## src/hw/rtl/llga_pkg.sv

```systemverilog
// ----------------------------------------------------------------------------
// llga_pkg
// shared widths, codes and controller/datapath interface types for the
// logistic loss gradient accumulator
// ----------------------------------------------------------------------------
package llga_pkg;

    localparam int FUNC_W     = 2;
    localparam int ANN_W      = 2;
    localparam int PRED_W     = 17;
    localparam int IDX_W      = 12;
    localparam int FVAL_W     = 16;
    localparam int WEIGHT_W   = 16;
    localparam int GRAD_W     = 40;
    localparam int LOSS_W     = 48;
    localparam int N_W        = 4;
    localparam int FRAC_W     = 16;
    localparam int S_TDATA_W  = 48;
    localparam int M_TDATA_W  = 96;

    typedef enum logic [FUNC_W-1:0] {
        FUNC_ACC        = 2'd0,
        FUNC_READ_CLEAR = 2'd1,
        FUNC_CLEAR_LOSS = 2'd2,
        FUNC_NOP        = 2'd3
    } func_t;

    localparam logic [ANN_W-1:0]    ANN_NONE     = 2'b00;
    localparam logic [ANN_W-1:0]    ANN_POS      = 2'b01;
    localparam logic [WEIGHT_W-1:0] WEIGHT_RESET = 16'd256;
    localparam logic [PRED_W-1:0]   PROB_ONE     = 17'd65536;
    localparam logic signed [32:0]  LN2_Q32      = 33'sd2977044472;
    localparam logic [3:0]          LOG_LAST_BIT = 4'd15;

    typedef struct packed {
        logic clr_we;
        logic cap_in;
        logic rd_en;
        logic mul1;
        logic mul2;
        logic gupd;
        logic log_init;
        logic log_step;
        logic log_mul;
        logic loss_mul;
        logic loss_add;
        logic out_load;
    } llga_cmd_t;

    typedef struct packed {
        logic clr_done;
        logic need_log;
        logic log_last;
    } llga_stat_t;

endpackage

```

## src/hw/rtl/llga_ctrl.sv

```systemverilog
// ----------------------------------------------------------------------------
// llga_ctrl
// controller: clearing sweep, per-request sequencing and output valid
// ----------------------------------------------------------------------------
module llga_ctrl
    import llga_pkg::*;
(
    input  logic       aclk,
    input  logic       aresetn,
    input  logic       s_tvalid,
    output logic       s_tready,
    output logic       m_tvalid,
    input  logic       m_tready,
    input  llga_stat_t stat,
    output llga_cmd_t  cmd
);

    typedef enum logic [3:0] {
        ST_CLEAR,
        ST_IDLE,
        ST_READ,
        ST_MUL1,
        ST_MUL2,
        ST_GUPD,
        ST_LOGN,
        ST_LOGSQ,
        ST_LOGMUL,
        ST_LOSSMUL,
        ST_LOSSADD,
        ST_OUT
    } state_t;

    state_t state_reg;
    state_t state_next;
    logic   m_tvalid_reg;
    logic   out_free;

    assign out_free = !m_tvalid_reg || m_tready;

    always_comb begin
        cmd        = '0;
        state_next = state_reg;
        unique case (state_reg)
            ST_CLEAR: begin
                cmd.clr_we = 1'b1;
                if (stat.clr_done) begin
                    state_next = ST_IDLE;
                end
            end
            ST_IDLE: begin
                if (s_tvalid) begin
                    cmd.cap_in = 1'b1;
                    state_next = ST_READ;
                end
            end
            ST_READ: begin
                cmd.rd_en  = 1'b1;
                state_next = ST_MUL1;
            end
            ST_MUL1: begin
                cmd.mul1   = 1'b1;
                state_next = ST_MUL2;
            end
            ST_MUL2: begin
                cmd.mul2   = 1'b1;
                state_next = ST_GUPD;
            end
            ST_GUPD: begin
                cmd.gupd   = 1'b1;
                state_next = stat.need_log ? ST_LOGN : ST_OUT;
            end
            ST_LOGN: begin
                cmd.log_init = 1'b1;
                state_next   = ST_LOGSQ;
            end
            ST_LOGSQ: begin
                cmd.log_step = 1'b1;
                if (stat.log_last) begin
                    state_next = ST_LOGMUL;
                end
            end
            ST_LOGMUL: begin
                cmd.log_mul = 1'b1;
                state_next  = ST_LOSSMUL;
            end
            ST_LOSSMUL: begin
                cmd.loss_mul = 1'b1;
                state_next   = ST_LOSSADD;
            end
            ST_LOSSADD: begin
                cmd.loss_add = 1'b1;
                state_next   = ST_OUT;
            end
            ST_OUT: begin
                if (out_free) begin
                    cmd.out_load = 1'b1;
                    state_next   = ST_IDLE;
                end
            end
            default: begin
                state_next = ST_IDLE;
            end
        endcase
    end

    always_ff @(posedge aclk) begin
        if (!aresetn) begin
            state_reg    <= ST_CLEAR;
            m_tvalid_reg <= 1'b0;
        end else begin
            state_reg <= state_next;
            if (cmd.out_load) begin
                m_tvalid_reg <= 1'b1;
            end else if (m_tready) begin
                m_tvalid_reg <= 1'b0;
            end
        end
    end

    assign s_tready = state_reg == ST_IDLE;
    assign m_tvalid = m_tvalid_reg;

endmodule

```

## config.mk

```make
export PLATFORM = sky130hd
export DESIGN_NAME = llga_ctrl
export DESIGN_NICKNAME = d
export VERILOG_FILES = /design/src/hw/rtl/llga_pkg.sv /design/src/hw/rtl/llga_ctrl.sv
export SDC_FILE = /design/constraint.sdc
export NUM_CORES = 1
export LEC_CHECK = 0
export ABC_AREA = 1
export BUFFER_PORTS_ARGS = -buffer_cell sky130_fd_sc_hd__buf_2
export CORE_AREA = 2 2 39 41
export CTS_BUF_LIST = sky130_fd_sc_hd__clkbuf_16
export DETAILED_ROUTE_END_ITERATION = 8
export DIE_AREA = 0 0 41 43
export RECOVER_POWER = 100
export SYNTH_ARGS = -nofsm -noshare
export SYNTH_HDL_FRONTEND = slang
export SYNTH_SLANG_ARGS = --single-unit
export TNS_END_PERCENT = 30
```

## constraint.sdc

```tcl
create_clock -name aclk -period 0.99 [get_ports aclk]
set_input_delay 0.099 -clock aclk [delete_from_list [all_inputs] [get_ports aclk]]
set_output_delay 0.099 -clock aclk [all_outputs]
set_load 0.03 [all_outputs]
```

==> impl_results.md, run 1 <==
- Post-route DRC: 0
- Final GP Congestion: 0.848
- Fin Hold WS: ~0.14 ns
- Area post-placement: between 600 and 700 µm²
- Diodes inserted: 0
- Share of layout cells above drive strength 1: 65.0%
- Vias per cell: 4.70
- Worst slew pin tran: 0.176 ns
- DR vias: about 630
- Clock tree buffer depth: 2
- DRT iter0 DRCs: 3
- PwrDens: around 3500 nW/µm²
- DRT Pass-1 Iters: 2
- Worst hold-check path type: input port to flop
- Leakage Power: 0.000501 µW
- Routed WL: roughly 1500 µm
- Wire per inst: 11.1 µm
- Slew HR: 88.3%
- Worst skew pair latency: 0.23 ns
- Final Instance Area: roughly 990 µm²
- Ranking of synthesized cells by area: dfxtp_1 24%, nand2_1 21%, nor2_1 20%
- Synth cell types: 14
- Worst IR Drop VDD: ~2100 µV
- Final Hold Fails: 0
- Worst Slack Setup Final: -0.258 ns
- CTS tree: done
- First-pass GRT wire length: 2300 µm
- Fraction of registers with async set/reset: 0%
- Fmax: 0.801 GHz
- Number of global-route vias before repair: just under 600
- Seq/Total Area, Yosys: about a quarter
- Req. time, crit path: 0.89 ns
- Final setup fails: 17
- Final core occ: between 70% and 80%
- Max Cap Viol: 0
- Mean area per synthesized cell: 5.19 µm²
- Layout Skew: 0.000360 ns
- Final ANT Viol Nets: 0
- Row cnt: 14
- CP max FO: 4
- Num CTS Buffers: 3
- Synth warnings: 0
- Number of synthesized register bits: 5
- Area growth, synth to finish: 139%
- Initial Utilization: about 30%
- Setup CP Type: flop to output port
- Die width: slightly above 40 µm
- Fin Setup TNS: -3.33 ns
- Root Driver: clkbuf_16
- Fill count: 115
- Period Utilization, post-route: 126%
- Most used DFF post-synth: dfxtp_1
- # clock sinks: 5
- Setup crit end kind: output port
- Clock period minus worst slack: 1.25 ns
- Cell taking the most area after synthesis: dfxtp_1
- GR Util All Layers: between 15 and 20%
- Yosys top cell area share: 24.1%
- CTS hold repair buffers: 0
- Mapped Nets: 87
- Finished Layout Cells: around 130
- Placed cells: 124
- Mapped cell area: 415 µm²
- I/O pin cnt: 21
- Initial antenna violation count: 0
- Crit path DAT: 1.15 ns
- DP HPWL: 986 µm
- Worst Setup Start Kind: flop
- Outcome: finished, violations left
- Commonest cells post-synth: 23 x nand2_1, 22 x nor2_1, 11 x inv_1
- Violated checks: setup timing
- Clk pin slew, worst setup/hold paths: 0.03 ns
- I/O Buffers: 20
- # nets final: 125
- Count leader, synth: nand2_1
- Die footprint: 1760 µm²
- Max Slew Vio Count: 0
- EDFF count, synth: 0
- Unrepaired setup endpoints after global routing: yes
- Max reg flops: 4
- CTS H-tree depth: 1
- Synthesized instance count: 80
- Largest net degree at the start of global routing: 7
- Gr ovfl total: 0
- Core Box Area: 1380 µm²
- Die Ht: 43 µm
## where the power goes
part | switching, µW | internal (µW) | leakage (µW)
registers | 191 | 316 | 0.0000445
clock network | 128 | 523 | 0.0000423
logic | 1290 | 981 | 0.000414
## layer usage
metal	global-route usage, %	share of wire [%]	vias to the layer above
li1	-	-	321
met1	20.6	39	284
met2	33.1	56	15
met3	4.71	2.6	5
met4	12.0	2.7	0
met5	0	0	-
## cell families (layout without fill, tap and decap cells)
logic type	after synthesis	after routing	share of synthesized area, %
DFF	5	5	24.1
and+or+nand+nor	57	57	58.1
buffers and inverters	15	52	13.6
AOI/OAI and AO/OA	3	3	4.22
## path summary, 6_finish.rpt
path	slack, ns	endpoint	from	cells after the start
worst max register to register	-0.20	state_reg[1]$_SDFFE_PN0P_	state_reg[3]$_SDFFE_PN0P_	8
worst min-delay path	0.14	state_reg[2]$_SDFFE_PN0P_	aresetn	3
worst max-delay path	-0.26	cmd[6]	state_reg[3]$_SDFFE_PN0P_	5
worst min register to register	0.57	state_reg[1]$_SDFFE_PN0P_	state_reg[1]$_SDFFE_PN0P_	2
## cells in the final DEF, fill, tap and decap left out, types with 5 or more instances in the layout
cell type	instances
buf_4	11
nor2_1	9
nor2_4	9
nand3_1	5
inv_1	6
nand2_1	15
nor2_2	6
dfxtp_4	5
inv_2	5
buf_2	6
buf_6	14
## repair_timing
action | CTS | global route
endpoints found under the hold margin | 0 | 0
pin swaps | 4 | 8
resized for setup | 50 | 9
setup buffers | 3 | 2
setup endpoints to repair | 17 | 17
## area by class of cell
type | instances | area [µm²] | area share [%]
Sequential cell | 5 | 119 | 12.0
Tap cell | 16 | 20.0 | 2.02
Clock buffer | 3 | 75.1 | 7.57
Multi-Input combinational cell | 60 | 403 | 40.6
Inverter | 15 | 76.3 | 7.69
Timing Repair Buffer | 33 | 295 | 29.8
Clock inverter | 1 | 3.75 | 0.378
## critical path, stage by stage, from the launching register on
cell	delay, ns
dfxtp_4	0.37
buf_12	0.14
nor2_4	0.13
nand2_2	0.08
inv_2	0.08
buf_6	0.13
## through the flow
step	total power, µW	setup WS (ns)
6_report	3430	-0.258
5_1_grt	3660	-0.299
4_1_cts	3250	-0.226
3_5_place_dp	2050	-0.148
3_3_place_gp	2050	-0.146
2_1_floorplan	1560	-0.0562
Note: power is estimated with default switching activity, not from simulation.
==> inputs of run 2 (changes only) <==
==> constraint.sdc (replaced) <==
create_clock -name aclk -period 0.99 [get_ports aclk]
set_input_delay 0.099 -clock aclk [delete_from_list [all_inputs] [get_ports aclk]]
set_output_delay 0.099 -clock aclk [all_outputs]
set_load 0.1 [all_outputs]
==> run 2 against run 1 <==
Net effect:
- the flow still finishes with violations (setup timing)
- die area unchanged
- worst hold slack got worse by 0.0024 ns
- worst setup slack worse by 0.097 ns
- utilization is 1.5 points higher
- highest routed layer is now met3
==> impl_results.md, run 2 (synthesis results as in run 1) <==
- Outcome: finished, violations left
- Violated checks: setup timing
- Unrepaired setup endpoints after global routing: yes
- Max reg flops: 4
- I/O Buffers: 20
- Post-route DRC: 0
- First-pass GRT wire length: 2080 µm
- Max Slew Vio Count: 0
- GR Util All Layers: between 10% and 20%
- Period Utilization, post-route: 136%
- Number of global-route vias before repair: 527
- Slew HR: a little under nine tenths
- CTS hold repair buffers: 0
- Req. time, crit path: 0.89 ns
- Most frequent cells in the layout: 18 x nand2_1, 13 x buf_12, 11 x nor2_1
- Setup Buffers After CTS: 0
- Wire per inst: ~11 µm
- Fin Hold WS: 0.135 ns
- Fmax: 0.743 GHz
- Num CTS Buffers: 3
- Row cnt: 14
- DRT iter0 DRCs: 16
- Layout Skew: 0.00102 ns
- Area growth, synth to finish: 144%
- Commonest non-fill, non-tap cell in the layout: nand2_1
- DRT Pass-1 Iters: 4
- Share of layout cells above drive strength 1: 56.3%
- # clock sinks: 5
- CTS tree: done
- Final ANT Viol Nets: 0
- Storage cell area: ~120 µm²
- Core Box Area: about 1400 µm²
- Setup WS pre-CTS: -0.223 ns
- Diodes inserted: 0
- Routed WL: 1400 µm
- Initial Utilization: 30.0%
- CP max FO: 4
- Vias per cell: 4.75
- Worst skew pair latency: 0.22 ns
- DP HPWL: 1100 µm
- Worst hold-check path type: input port to flop
- Die Ht: ~43 µm
- Max Cap Viol: 0
- # nets final: between 100 and 150
- Clock tree buffer depth: 2
- Clk pin slew, worst setup/hold paths: roughly 0.03 ns
- Area of the multi-input gates: 355 µm²
- Clock period minus worst slack: 1.35 ns
- Worst Setup Start Kind: flop
- Die width: 41 µm
- Fin Setup TNS: -4.55 ns
- Setup CP Type: flop to output port
- Setup crit end kind: output port
- Worst Slack Setup Final: -0.355 ns
- Gr ovfl total: 0
- Final Hold Fails: 0
- Crit path DAT: 1.25 ns
- Final GP Congestion: ~0.8
- Final setup fails: 17
- CTS H-tree depth: 1
- Worst slew pin tran: 0.214 ns
- I/O pin cnt: 21
- Root Driver: clkbuf_16
- Area post-placement: 882 µm²
- DR vias: 608
- Final Instance Area: 1010 µm²
- Fill count: 99
- Largest net degree at the start of global routing: 7
- Die footprint: 1760 µm²
- Initial antenna violation count: 0
run 2: cell types whose count changed in the layout (fill, tap and decap cells not counted), sizes merged:
| cell | before | now |
|---|---|---|
| clkbuf | 4 | 3 |
| buf | 32 | 28 |
run 2: area by class of cell:
cell class | instances | share of cell area [%]
flip-flops and latches | 5 | 11.5
clock inverters | 1 | 0.370
clock buffers | 3 | 7.41
well taps | 16 | 1.98
inverters | 15 | 6.54
multi-input cells | 60 | 35.1
repair buffers | 28 | 37.2
run 2: repair_timing:
action / CTS / global route
pin swaps: 2 / 3
endpoints found under the setup margin: 18 / 18
gates resized for setup: 7 / 11
run 2: worst max-delay path, stage by stage, from the launching register on:
cell	delay (ns)
dfxtp_4	0.35
buf_6	0.12
nor2_4	0.14
inv_4	0.07
nor3_4	0.14
buf_12	0.20
run 2: per-stage QoR:
step	util, %	std cells
CTS	70.6	128
global route	73.2	128
detailed placement	63.7	124
floorplan	-	80
global placement	63.7	124
finish	73.2	128
run 2: routing by layer:
metal	GRT usage [%]	share of wire, %	up-vias
li1	-	-	308
met1	20.9	41	274
met2	29.1	53	26
met3	3.14	5.3	0
met4	2.00	0	0
met5	0	0	-
run 2: path summary, 6_finish.rpt:
check,from,depth (start not counted),slack [ns],to
setup / recovery,state_reg[1]$_SDFFE_PN0P_,5,-0.36,cmd[10]
setup reg to reg,state_reg[1]$_SDFFE_PN0P_,8,-0.23,state_reg[3]$_SDFFE_PN0P_
hold reg to reg,state_reg[1]$_SDFFE_PN0P_,2,0.53,state_reg[1]$_SDFFE_PN0P_
hold / removal,aresetn,3,0.14,state_reg[1]$_SDFFE_PN0P_
Power of run 2 is left out: the tool's default activity adds up to more than one toggle a clock period on the data nets, which glitch-free logic cannot reach.
